<file path="src/sv/rspe_pkg.sv">
// Package for the Reed-Solomon parity encoder.
// Holds the shared item and control types, state enums, register indexes and GF(256) math.
// No dependencies.
package rspe_pkg;

    localparam int BYTE_W = 8;
    localparam int PARITY_COUNT_W = 6;
    localparam int FIELD_POLY_W = 9;
    localparam int CFG_DATA_W = 9;
    localparam int CFG_INDEX_W = 1;

    localparam logic [CFG_INDEX_W-1:0] REG_PARITY_COUNT = 1'b0;
    localparam logic [CFG_INDEX_W-1:0] REG_FIELD_POLY = 1'b1;

    localparam logic [PARITY_COUNT_W-1:0] PARITY_COUNT_RESET = 6'd10;
    localparam logic [FIELD_POLY_W-1:0] FIELD_POLY_RESET = 9'd285;

    localparam logic [BYTE_W-1:0] ALPHA = 8'd2;

    typedef struct packed {
        logic [BYTE_W-1:0] data;
        logic              last;
    } msg_t;

    typedef struct packed {
        logic clear;
        logic busy;
    } enc_ctrl_t;

    typedef enum logic [1:0] {
        GEN_INIT,
        GEN_STEP,
        GEN_IDLE
    } gen_state_t;

    typedef enum logic {
        BK_RUN,
        BK_EMIT
    } back_state_t;

    // Shift-and-add multiply modulo x^8 + low.
    function automatic logic [BYTE_W-1:0] gf_mul(
        input logic [BYTE_W-1:0] a,
        input logic [BYTE_W-1:0] b,
        input logic [BYTE_W-1:0] low
    );
        logic [BYTE_W-1:0] x;
        logic [BYTE_W-1:0] r;
        x = a;
        r = '0;
        for (int k = 0; k < BYTE_W; k++)
        begin
            if (b[k])
            begin
                r = r ^ x;
            end
            if (x[BYTE_W-1])
            begin
                x = {x[BYTE_W-2:0], 1'b0} ^ low;
            end
            else
            begin
                x = {x[BYTE_W-2:0], 1'b0};
            end
        end
        return r;
    endfunction

endpackage

</file>
<file path="src/sv/rspe_queue.sv">
// Front part of the encoder: a two-entry queue of message transfers.
// Depends on rspe_pkg for the message item type.
module rspe_queue (
    input  logic          clk,
    input  logic          rst_n,
    input  logic          push,
    input  rspe_pkg::msg_t push_item,
    input  logic          pop,
    output logic          full,
    output logic          item_valid,
    output rspe_pkg::msg_t item
);
    import rspe_pkg::*;

    msg_t       entry_reg [2];
    logic [1:0] count_reg;
    logic [1:0] count_next;
    logic       wr_ptr_reg;
    logic       rd_ptr_reg;

    assign full = (count_reg == 2'd2);
    assign item_valid = (count_reg != 2'd0);
    assign item = entry_reg[rd_ptr_reg];

    always_comb
    begin
        count_next = count_reg;
        if (push && !pop)
        begin
            count_next = count_reg + 2'd1;
        end
        else if (pop && !push)
        begin
            count_next = count_reg - 2'd1;
        end
    end

    always_ff @(posedge clk or negedge rst_n)
    begin
        if (!rst_n)
        begin
            count_reg <= 2'd0;
            wr_ptr_reg <= 1'b0;
            rd_ptr_reg <= 1'b0;
        end
        else
        begin
            count_reg <= count_next;
            if (push)
            begin
                wr_ptr_reg <= ~wr_ptr_reg;
            end
            if (pop)
            begin
                rd_ptr_reg <= ~rd_ptr_reg;
            end
        end
    end

    always_ff @(posedge clk)
    begin
        if (push)
        begin
            entry_reg[wr_ptr_reg] <= push_item;
        end
    end

endmodule

</file>
<file path="config.mk">
export PLATFORM = sky130hd
export DESIGN_NAME = rspe_queue
export DESIGN_NICKNAME = d
export VERILOG_FILES = /design/src/sv/rspe_pkg.sv /design/src/sv/rspe_queue.sv
export SDC_FILE = /design/constraint.sdc
export NUM_CORES = 1
export LEC_CHECK = 0
export BUFFER_PORTS_ARGS = -buffer_cell sky130_fd_sc_hd__buf_2
export CAP_MARGIN = 20
export CELL_PAD_IN_SITES_DETAIL_PLACEMENT = 0
export CELL_PAD_IN_SITES_GLOBAL_PLACEMENT = 1
export CORE_MARGIN = 3
export CORE_UTILIZATION = 41
export DETAILED_ROUTE_END_ITERATION = 10
export PLACE_DENSITY = 0.78
export SYNTH_ARGS = -nofsm -noshare
export SYNTH_HDL_FRONTEND = slang
export SYNTH_SLANG_ARGS = --single-unit
</file>
<file path="constraint.sdc">
create_clock -name clk -period 1.7 [get_ports clk]
set_input_delay 0.255 -clock clk [delete_from_list [all_inputs] [get_ports clk]]
set_output_delay 0.255 -clock clk [all_outputs]
set_load 0.03 [all_outputs]
</file>
==> results.txt <==
Of the post-synthesis cell area, the dominant cell type holds 0.615. The achievable frequency is slightly above 600 MHz. The number of global-route vias before repair is 426. The worst path required time came out at between 1 and 1.5 ns. The run finished with clean final reports. The headroom to the max-slew limit came out at 0.716. The net load switching power came out at 0.632 mW. The highest fanout seen on the critical path came out at 10. Of the total power, combinational logic draws 0.387. The number of cells on the worst reg-to-reg path came out at 1. The floorplan core area came out at 2000 sq um.

The share of synthesized registers carrying an async set or reset came out at 0.182. The via count normalized by instance count came out at 4.41. The global placement routability congestion is between 0.6 and 0.7.

For the worst-skew pair, the clock arrives at the later sink with an insertion delay of 0.30 ns. The initial utilization of the core area, before any placement, comes to 0.439. The synthesized area is 878 sq um. The most used flip-flop cell after synthesis is edfxtp_1. The number of fill cells is around 180. The total clock buffers created by CTS is 3. The number of nets produced by synthesis came out at 58. The actual slew at the worst max-slew pin came out at 0.426 ns.

The count of boundary I/O pins is 24. The pre-antenna-repair detailed-routing pass consisted of 4 iterations. The count of state elements after synthesis is 22.

Counting distinct cell types in the post-synthesis netlist gives 13. The number of antenna cells inserted is 0. The floorplan step set the die height to ~52 microns. The type of destination of the critical path is a primary output. The arrival time at the worst endpoint is 1.38 ns. The number of pins exceeding their max-slew limit in the final report was 0. The number of hold violations in the final report is 0. IR analysis of the VDD net gives a maximum drop of between 0.7 and 0.8 mV. The pin count of the biggest net entering global routing is 13.

The fraction of final layout cells with drive strength greater than 1 is 0.534. The register with the most flip-flops in the layout has 18 of them. The path class of the tightest hold or removal check is in2reg.

The die covers 2730 sq um. The initial antenna violation count came out at 0. The final wirelength came out at approximately 1.2 mm. The leakage power summed over all cells came out at 0.456 nW.

In this run, the number of DRC markers left after iteration 0 of detailed routing was 1. The switching share of total power came out at 0.359. The width of the chip came out at 52.3 microns. The worst min-delay path startpoint is push_item[0]. The tree is rooted in a clkbuf_4.

The share of total power in sequential cells came out at 0.483. The category of the worst setup path launch point is a register. The worst hold path cell count came out at 1. By area the synthesized netlist is led by edfxtp_1, mux2_4, dfrtp_1.

The average wire per standard cell is between 10 and 15 microns. Post-CTS timing repair inserted 0 buffers for setup. The endpoint identified for the worst register-to-register timing path is entry_reg[1][3]$_DFFE_PP_. The final layout net count came out at 88. Clock skew on the completed layout was measured at 0.00340 ns. The ratio of final minimum period to clock period came out at 0.960. The clock period minus worst slack is 1.63 ns.

Setup repair after global routing left no endpoint under its margin. The total of warnings raised by yosys came out at 0. The number of nets with antenna violations after detailed routing is 0. In this run the mean area of a mapped cell was 20.0 sq um.

The worst register-to-register path begins at wr_ptr_reg$_DFFE_PN0P_. In this run the deepest clock path goes through 2 buffers. The final count of negative-setup-slack endpoints came out at 0. The number of enable-type register cells in the synthesized netlist is 18. The proportion of power drawn by the clock network is 0.131. The worst setup path is of the reg2out kind.

For hold timing, the worst endpoint is entry_reg[1][0]$_DFFE_PP_. The number of clock sinks is 22. The synthesis-to-layout area growth came out at 21.7%.

Dividing total power by cell area gives a power density of roughly 1600 nW/um^2. The most numerous cell in the Yosys netlist is edfxtp_1. The via count of the routed design is 441. The sum of net half-perimeters after detailed placement came out at 901 microns. The clock tree from TritonCTS is done. The slack of the worst reg-to-reg path came out at approximately 0.56 ns.

Sorting the synthesized cells by how often they occur yields edfxtp_1, mux2_4, dfrtp_1, xor2_1. The quantity of I/O buffers inserted on ports is 23. The post-CTS clock slew at the launch and capture registers of the worst setup and hold paths came out at 0.11 ns. The number of placement rows is 16.

At the end of the flow the core is filled with cells to 0.534. The first-pass GRT wire length came out at ~1.9 mm. The cell count after synthesis is 44. The cell taking the most area after synthesis is edfxtp_1. For this run the aggregate overflow at the end of global routing stands at 0. The max-capacitance violation count is 0.

For this run, the total global-route usage over all layers was measured as 0.0966. The total negative slack is 0 ns. Of the synthesized area, sequential elements account for 0.729. The internal cell power is 1.13 mW. After detailed routing, the number of remaining DRC violations is 0. The number of levels the H-tree was split into is 1.
==> cells by family (layout without fill, tap and decap cells) <==
family,count (synthesis),in the layout,share of synthesized area
flip-flops,22,22,0.729
multiplexers,9,9,0.154
XOR/XNOR,5,5,0.0499
AND/OR/NAND/NOR,5,5,0.0356
buffers and inverters,2,31,0.0171
adder cells (fa/ha/maj),1,1,0.0142
==> power groups by stage <==
stage | Clock (mW) | Combinational [mW] | Sequential, mW
final | 0.230 | 0.681 | 0.850
after global routing | 0.268 | 0.722 | 0.868
after CTS | 0.237 | 0.691 | 0.852
after detailed placement | 0 | 0.692 | 0.862
after global placement | 0 | 0.685 | 0.853
after floorplan | 0 | 0.605 | 0.788
==> per-stage QoR <==
stage               std cells  cell area (sq um)  power, mW  worst slack [ns]  hold slack (ns)
finish                    100               1070       1.76            0.0680            0.136
global route              100               1070       1.86           0.00801            0.115
detailed placement         95               1030       1.55             0.233           0.0627
CTS                       100               1070       1.78            0.0549            0.127
global placement           95               1030       1.54             0.250           0.0622
floorplan                  44                878       1.39             0.493          -0.0406
==> layout make-up <==
| class | count | area (sq um) | share of cell area |
|---|---|---|---|
| Clock buffer | 3 | 22.5 | 0.0211 |
| Clock inverter | 1 | 3.75 | 0.00351 |
| Inverter | 1 | 3.75 | 0.00351 |
| Multi-Input combinational cell | 20 | 223 | 0.208 |
| Sequential cell | 22 | 642 | 0.601 |
| Tap cell | 27 | 33.8 | 0.0316 |
| Timing Repair Buffer | 26 | 140 | 0.131 |
==> worst max-delay path by stage <==
stage	depth (start not counted)	startpoint	to	slack [ns]
floorplan	1	wr_ptr_reg$_DFFE_PN0P_	entry_reg[0][0]$_DFFE_PP_	0.49
global placement	2	rd_ptr_reg$_DFFE_PN0P_	item[7]	0.25
detailed placement	2	rd_ptr_reg$_DFFE_PN0P_	item[7]	0.23
CTS	2	rd_ptr_reg$_DFFE_PN0P_	item[7]	0.05
global route	2	rd_ptr_reg$_DFFE_PN0P_	item[6]	0.008
finish	2	rd_ptr_reg$_DFFE_PN0P_	item[5]	0.07
==> what timing repair did <==
item                                    CTS  global route
resized for setup                         1             0
hold buffers                              1             0
endpoints found under the setup margin    9             0
hold endpoints to repair                  4             0
==> metal layers <==
layer | global-route usage | share of wire
met1 | 0.122 | 0.43
met2 | 0.149 | 0.50
met3 | 0.0199 | 0.058
met4 | 0.0638 | 0.015
met5 | 0 | 0
==> cells in the final DEF (no fill, tap or decap), drive strengths merged <==
cell and n:
clkbuf 3, clkinv 1, buf 25, dfrtp 4
or2 1, ha 1, and2b 1, nor2 1
nor2b 1, edfxtp 18, dlygate4sd3 1, inv 1
mux2 9, xnor2 1, and2 1, xor2 4
==> worst max-delay path: stages, from the launching register on <==
cell     delay, ns
dfrtp_2       0.57
mux2_4        0.33
buf_2         0.18
Power figures use the tool's default switching activity.
