<file path="src/sv/rspe_pkg.sv">
// Package for the Reed-Solomon parity encoder.
// Holds the shared item and control types, state enums, register indexes and GF(256) math.
// No dependencies.
package rspe_pkg;

    localparam int BYTE_W = 8;
    localparam int PARITY_COUNT_W = 6;
    localparam int FIELD_POLY_W = 9;
    localparam int CFG_DATA_W = 9;
    localparam int CFG_INDEX_W = 1;

    localparam logic [CFG_INDEX_W-1:0] REG_PARITY_COUNT = 1'b0;
    localparam logic [CFG_INDEX_W-1:0] REG_FIELD_POLY = 1'b1;

    localparam logic [PARITY_COUNT_W-1:0] PARITY_COUNT_RESET = 6'd10;
    localparam logic [FIELD_POLY_W-1:0] FIELD_POLY_RESET = 9'd285;

    localparam logic [BYTE_W-1:0] ALPHA = 8'd2;

    typedef struct packed {
        logic [BYTE_W-1:0] data;
        logic              last;
    } msg_t;

    typedef struct packed {
        logic clear;
        logic busy;
    } enc_ctrl_t;

    typedef enum logic [1:0] {
        GEN_INIT,
        GEN_STEP,
        GEN_IDLE
    } gen_state_t;

    typedef enum logic {
        BK_RUN,
        BK_EMIT
    } back_state_t;

    // Shift-and-add multiply modulo x^8 + low.
    function automatic logic [BYTE_W-1:0] gf_mul(
        input logic [BYTE_W-1:0] a,
        input logic [BYTE_W-1:0] b,
        input logic [BYTE_W-1:0] low
    );
        logic [BYTE_W-1:0] x;
        logic [BYTE_W-1:0] r;
        x = a;
        r = '0;
        for (int k = 0; k < BYTE_W; k++)
        begin
            if (b[k])
            begin
                r = r ^ x;
            end
            if (x[BYTE_W-1])
            begin
                x = {x[BYTE_W-2:0], 1'b0} ^ low;
            end
            else
            begin
                x = {x[BYTE_W-2:0], 1'b0};
            end
        end
        return r;
    endfunction

endpackage

</file>
<file path="src/sv/rspe_gen.sv">
// Generator polynomial builder: multiplies in one (x + alpha^i) factor per cycle.
// Depends on rspe_pkg for the GF multiply and the builder state enum.
module rspe_gen #(
    parameter int MAX_PARITY = 32
) (
    input  logic                                    clk,
    input  logic                                    rst_n,
    input  logic                                    restart,
    input  logic [$clog2(MAX_PARITY+1)-1:0]         active_n,
    input  logic [rspe_pkg::BYTE_W-1:0]             poly_low,
    output logic                                    busy,
    output logic [MAX_PARITY-1:0][rspe_pkg::BYTE_W-1:0] coef
);
    import rspe_pkg::*;

    localparam int NW = $clog2(MAX_PARITY + 1);

    gen_state_t                         state_reg;
    gen_state_t                         state_next;
    logic [MAX_PARITY-1:0][BYTE_W-1:0]  coef_reg;
    logic [MAX_PARITY-1:0][BYTE_W-1:0]  coef_next;
    logic [BYTE_W-1:0]                  power_reg;
    logic [BYTE_W-1:0]                  power_next;
    logic [NW-1:0]                      step_reg;
    logic [NW-1:0]                      step_next;
    logic                               last_step;

    assign coef = coef_reg;
    assign last_step = (step_reg == active_n - NW'(1));

    always_comb
    begin
        state_next = state_reg;
        if (restart)
        begin
            state_next = GEN_INIT;
        end
        else
        begin
            unique case (state_reg)
                GEN_INIT: state_next = GEN_STEP;
                GEN_STEP:
                begin
                    if (last_step)
                    begin
                        state_next = GEN_IDLE;
                    end
                end
                GEN_IDLE: state_next = GEN_IDLE;
                default:  state_next = GEN_INIT;
            endcase
        end
    end

    always_comb
    begin
        busy = (state_reg != GEN_IDLE);
    end

    always_comb
    begin
        coef_next = coef_reg;
        power_next = power_reg;
        step_next = step_reg;
        unique case (state_reg)
            GEN_INIT:
            begin
                coef_next = '0;
                coef_next[0] = 8'd1;
                power_next = 8'd1;
                step_next = '0;
            end
            GEN_STEP:
            begin
                coef_next[0] = gf_mul(coef_reg[0], power_reg, poly_low);
                for (int j = 1; j < MAX_PARITY; j++)
                begin
                    coef_next[j] = coef_reg[j-1] ^ gf_mul(coef_reg[j], power_reg, poly_low);
                end
                power_next = gf_mul(power_reg, ALPHA, poly_low);
                step_next = step_reg + NW'(1);
            end
            default:
            begin
            end
        endcase
    end

    always_ff @(posedge clk or negedge rst_n)
    begin
        if (!rst_n)
        begin
            state_reg <= GEN_INIT;
            step_reg <= '0;
        end
        else
        begin
            state_reg <= state_next;
            step_reg <= step_next;
        end
    end

    always_ff @(posedge clk)
    begin
        coef_reg <= coef_next;
        power_reg <= power_next;
    end

endmodule

</file>
<file path="config.mk">
export PLATFORM = sky130hd
export DESIGN_NAME = rspe_gen
export DESIGN_NICKNAME = d
export VERILOG_FILES = /design/src/sv/rspe_pkg.sv /design/src/sv/rspe_gen.sv
export SDC_FILE = /design/constraint.sdc
export NUM_CORES = 2
export LEC_CHECK = 0
export BUFFER_PORTS_ARGS = -buffer_cell sky130_fd_sc_hd__buf_2
export CAP_MARGIN = 20
export CELL_PAD_IN_SITES_DETAIL_PLACEMENT = 1
export CELL_PAD_IN_SITES_GLOBAL_PLACEMENT = 1
export CORE_MARGIN = 5
export CORE_UTILIZATION = 41
export DETAILED_ROUTE_END_ITERATION = 6
export GPL_TIMING_DRIVEN = 0
export PLACE_DENSITY_LB_ADDON = 0.1
export SLEW_MARGIN = 20
export SYNTH_ARGS = -nofsm -noshare
export SYNTH_HDL_FRONTEND = slang
export SYNTH_SLANG_ARGS = --single-unit
</file>
<file path="constraint.sdc">
create_clock -name clk -period 5.1 [get_ports clk]
set_clock_uncertainty 0.15 [all_clocks]
set_input_delay 1.275 -clock clk [delete_from_list [all_inputs] [get_ports clk]]
set_output_delay 1.275 -clock clk [all_outputs]
set_load 0.01 [all_outputs]
</file>
==> results of run 1 <==
layer usage:
layer  overflow  GRT usage
met4         19      0.601
met2         31      0.850
met5          8      0.563
met1         53      0.843
met3         95      0.702
kinds of logic after synthesis:
group / count (synthesis)
and+or+nand+nor: 4465
xor gates and xnor gates: 3235
AOI/OAI and AO/OA: 2688
buffers and inverters: 1112
DFF: 272
muxes: 94
adders and majority gates: 6
synthesized netlist by cell type (37+ instances only):
library cell / instances
nor3_1: 157
or2_2: 65
nand2_1: 2366
a221oi_1: 57
buf_2: 172
o211a_1: 49
buf_1: 165
and2_1: 199
clkbuf_1: 616
and3b_1: 94
edfxtp_1: 264
nand3_1: 370
o21ai_0: 533
nand2b_1: 117
o21a_1: 82
inv_1: 75
and3_1: 120
a211o_1: 94
o211ai_1: 60
a211oi_1: 189
nand3b_1: 48
a21boi_0: 91
a32oi_1: 88
nor2_1: 600
nor2b_1: 44
mux2i_1: 57
a21oi_1: 627
xor3_1: 42
buf_4: 41
a21o_1: 111
xor2_1: 434
o21ai_1: 85
xnor2_1: 2466
or3_1: 53
xnor3_1: 248
o31ai_1: 37
a31oi_1: 38
a311oi_1: 37
a211oi_2: 57
per-stage QoR:
| step | hold slack [ps] | setup TNS, ps | setup WS, ps | instances | util |
|---|---|---|---|---|---|
| after floorplan | 321 | 0 | 8.88 | 11900 | - |
| after global placement | 341 | -2300350 | -5660 | 14900 | 0.435 |
| after detailed placement | 353 | -987640 | -4720 | 15000 | 0.440 |
| after CTS | 243 | -599 | -80.1 | 15600 | 0.552 |
timing repair:
action / in CTS
hold buffers: 0
buffers inserted: 567
gates cloned: 11
resized for setup: 3186
endpoints found under the hold margin: 0
setup endpoints to repair: 264
pin swaps: 569
==> key figures, run 1 <==
Logic synthesis
  – Adder-Cell Fraction of Synth Area: 0.000871
  – Compound-Gate Fraction of Synth Area: 0.220
  – Yosys warns: 0
  – Post-synth EDFFs: 264
  – #FFs+latches synth: 272
  – Mapped cell area: 86,200 um^2
  – Top cells by area, synth: xnor2_1 25%, nand2_1 10%, edfxtp_1 9.2%
  – Synthesized area per cell: 7.26 um^2
  – Area share of the largest cell type after synthesis: 0.251
  – Synth area leader: xnor2_1
  – Post-synthesis mux area share: 0.0116
  – FFs w/ async S/R, synth: 0.0294
  – Main combinational cell family by area after synthesis: XOR/XNOR gates
  – Instance count of the mapped netlist: 11,900
  – XOR/XNOR share of the synthesized area: 0.380
  – Yosys cell types: 125
  – Top FF cell, synth: edfxtp_1
  – Sequential area share after synthesis: 0.0943
  – Syn nets: 11,900
  – Post-Synth Simple-Gate Area: 0.237

Die
  – FP Rows: 168
  – Initial Util: 0.412
  – Die height: 469 um
  – I/O pin count: 274
  – Die Width: 469 um

Global route
  – Largest net degree at the start of global routing: 47
  – GR Overflow Total: 206
  – Total global routing track utilization: 0.774
  – First-pass GRT wire length: 1,150,000 um
  – Vias in the first global route: 121,000

Placed design
  – Cell Area, Placed: 92,200 um^2
  – Number of port buffers: 270
  – Routability Congestion: 1.55
  – DP HPWL: 676,000 um

Outcome
  – Last stage: 5_1_grt
  – First error: [ERROR GRT-0116] Global routing finished with congestion. Check the congestion regions in the DRC Viewer.
  – Status: aborted with a tool error

CTS
  – Root Driver: clkbuf_16
  – CTS Buffer Depth: 3
  – CTS Buf Count: 45
  – Clk sinks: 272
  – H-tree depth: 2
==> run 2, diff against run 1 <==
--- a/config.mk
+++ b/config.mk
@@ -7,13 +7,11 @@
 export LEC_CHECK = 0
 export BUFFER_PORTS_ARGS = -buffer_cell sky130_fd_sc_hd__buf_2
 export CAP_MARGIN = 20
-export CELL_PAD_IN_SITES_DETAIL_PLACEMENT = 1
-export CELL_PAD_IN_SITES_GLOBAL_PLACEMENT = 1
 export CORE_MARGIN = 5
-export CORE_UTILIZATION = 41
+export CORE_UTILIZATION = 26
 export DETAILED_ROUTE_END_ITERATION = 6
 export GPL_TIMING_DRIVEN = 0
-export PLACE_DENSITY_LB_ADDON = 0.1
+export PLACE_DENSITY_LB_ADDON = 0.15
 export SLEW_MARGIN = 20
 export SYNTH_ARGS = -nofsm -noshare
 export SYNTH_HDL_FRONTEND = slang
==> constraint.sdc (replaced) <==
create_clock -name clk -period 6.65 [get_ports clk]
set_clock_uncertainty 0.15 [all_clocks]
set_input_delay 1.6625 -clock clk [delete_from_list [all_inputs] [get_ports clk]]
set_output_delay 1.6625 -clock clk [all_outputs]
set_load 0.01 [all_outputs]
==> key figures, run 2 <==
Critical path
  – CP max FO: 10
  – Buffers & Inverters on Critical Path: 5
  – Crit start category: register
  – Max incr delay on CP: 900 ps
  – Slowest-stage cell, CP: clkbuf_1
  – Critical Path AT: 7550 ps
  – Kind of end point of the critical path: register
  – Critical path type: reg2reg
  – WP data required: 7040 ps
  – Critical path, cell by cell: clkbuf_1 > clkbuf_1 > clkbuf_2 > clkbuf_1 > buf_1 > a31oi_1 > xnor2_2 > xnor2_1 > xnor2_1 > xnor2_1 > nand3_1 > and3b_1
  – Largest delay share family, worst path: buffers and inverters

Min path
  – HP Class: reg2reg

STA
  – Fmax: 0.140 GHz
  – Setup TNS: -56,100 ps
  – Relative slew slack: 0.0283
  – Final hold violations: 0
  – Setup ws final: -511 ps
  – Final min period: 7160 ps
  – Final cycle utilization of the critical path: 1.08
  – Worst-Margin Slew: 1460 ps
  – Pins Over Slew Limit: 0
  – RSZ-0062 raised after global routing: true
  – Final Setup Violations: 252

Job
  – MaxCap Viol Count: 0

Outcome
  – Failing checks: DRC, setup timing
  – Status: finished with violations

Finish
  – Fill cell count: 35,900
  – Fin area: 106,000 um^2
  – Fraction of layout cells with a size suffix above 1: 0.180
  – Layout Nets: 12,400
  – Commonest non-fill, non-tap cell in the layout: nand2_1
  – Area Growth Syn to Fin: 22.8%
  – Final core occ: 0.320
  – Post-Layout Cell Count: 16,900
  – Most frequent cells in the layout: 2,356 x nand2_1, 2,027 x xnor2_1, 610 x a21oi_1
  – Max reg flops: 256

Logic synthesis
  – Synthesized area per cell: 7.26 um^2
  – Sequential area share after synthesis: 0.0943
  – #FFs+latches synth: 272
  – Top-count cell post-synth: xnor2_1
  – Post-synth EDFFs: 264
  – Instance count of the mapped netlist: 11,900
  – Area share of the largest cell type after synthesis: 0.251
  – Top FF cell, synth: edfxtp_1
  – Syn nets: 11,900
  – FFs w/ async S/R, synth: 0.0294
  – Most frequent cells after synthesis: 2,466 x xnor2_1, 2,366 x nand2_1, 627 x a21oi_1
  – Yosys cell types: 125
  – Mapped cell area: 86,200 um^2
  – Synth area leader: xnor2_1
  – Top cells by area, synth: xnor2_1 25%, nand2_1 10%, edfxtp_1 9.2%
  – Yosys warns: 0

Placed design
  – Number of port buffers: 270
  – Cell Area, Placed: 95,100 um^2
  – Routability Congestion: 1.14
  – Inst Count DP: 16,600
  – DP HPWL: 781,000 um

CTS
  – Clk sinks: 272
  – Root Driver: clkbuf_16
  – H-tree depth: 2
  – CTS Buffer Depth: 3
  – CTS Buf Count: 49
  – Clk_lat worst skew: 840 ps
  – CTS tree: built
  – CTS Hold Buffers Added: 0
  – Clock slew at reported path FFs: 70 ps

Die
  – Die area: 343,000 um^2
  – FP Rows: 211
  – I/O pin count: 274
  – Die height: 586 um
  – CORE AREA: 330,000 um^2
  – Initial Util: 0.261
  – Die Width: 586 um

Route
  – Drt wl/cell: 55.2 um
  – Detailed router's first-iteration violation count: 23,200
  – DR vias/cell: 6.53
  – Post-DRT Antenna Nets: 0
  – Drt pass-1 iters: 7
  – DR DRC count: 2
  – WL final: 931,000 um
  – Total number of vias: 110,000

Global route
  – Vias in the first global route: 90,000
  – GR Overflow Total: 0
  – Largest net degree at the start of global routing: 41
  – First-pass GRT wire length: 1,120,000 um
  – Total global routing track utilization: 0.515
  – Initial antenna violation count: 94
[run 2: cell counts after synthesis]
Identical to the previous run, type by type.
[run 2: worst reg2reg max path, stage by stage (launching register included)]
cell	delay [ps]
edfxtp_1	390
clkbuf_1	780
clkbuf_1	770
clkbuf_2	700
clkbuf_1	900
buf_1	840
a31oi_1	510
xnor2_2	360
xnor2_1	590
xnor2_1	260
xnor2_1	270
nand3_1	100
and3b_1	240
[run 2: cell families (layout without fill, tap and decap cells)]
| family | after synthesis | in the layout | share of synthesized area |
|---|---|---|---|
| AND/OR/NAND/NOR | 4465 | 4465 | 0.237 |
| multiplexers | 94 | 94 | 0.0116 |
| buffers and inverters | 1112 | 1636 | 0.0554 |
| other | 0 | 94 | 0 |
| XOR/XNOR | 3235 | 3235 | 0.380 |
| adder cells (fa/ha/maj) | 6 | 6 | 0.000871 |
| flip-flops | 272 | 272 | 0.0943 |
| AO/OA/AOI/OAI | 2688 | 2688 | 0.220 |
[run 2: per-stage QoR]
| step | hold slack [ps] | worst slack [ps] |
|---|---|---|
| after floorplan | 321 | 1120 |
| final | 360 | -511 |
| after detailed placement | 349 | -4730 |
| after CTS | 365 | -37.3 |
| after global routing | 371 | -132 |
| after global placement | 356 | -6230 |
[run 2: final timing paths]
check / start / end / slack (ps) / cells after the start
hold / removal: step_reg[5]$_DFFE_PN0P_ / step_reg[5]$_DFFE_PN0P_ / 360 / 1
hold reg to reg: step_reg[5]$_DFFE_PN0P_ / step_reg[5]$_DFFE_PN0P_ / 360 / 1
min in group asynchronous: rst_n / state_reg[0]$_DFFE_PN0P_ / 630 / 1
setup reg to reg: power_reg[0]$_SDFFCE_PN1P_ / coef[183]$_SDFFCE_PN0P_ / -510 / 12
max in group asynchronous: rst_n / state_reg[1]$_DFFE_PN0P_ / 5530 / 1
setup / recovery: power_reg[0]$_SDFFCE_PN1P_ / coef[183]$_SDFFCE_PN0P_ / -510 / 12
[run 2: layout make-up]
class	count	area [um^2]	share of cell area
diodes	94	235	0.00222
plain buffers	1020	5980	0.0565
clock buffers	63	1330	0.0126
clock inverters	28	287	0.00271
inverters	84	322	0.00304
multi-input cells	10500	80100	0.757
flip-flops and latches	272	8130	0.0768
well taps	4366	5460	0.0516
repair buffers	441	3980	0.0376
[run 2: metal layers]
layer / up-vias / global-route usage / share of wire
met1: 55400 / 0.669 / 0.40
met4: 88 / 0.239 / 0.062
met5: - / 0.0727 / 0.0043
met3: 1701 / 0.398 / 0.20
met2: 11000 / 0.587 / 0.33
li1: 41900 / - / -
[run 2: what timing repair did]
action,CTS,global route
setup endpoints to repair,264,238
pin swaps,66,53
buffers inserted,24,54
resized for setup,1037,394
Power of run 2 is left out: the tool's default activity adds up to more than one toggle a clock period on the data nets, which glitch-free logic cannot reach.
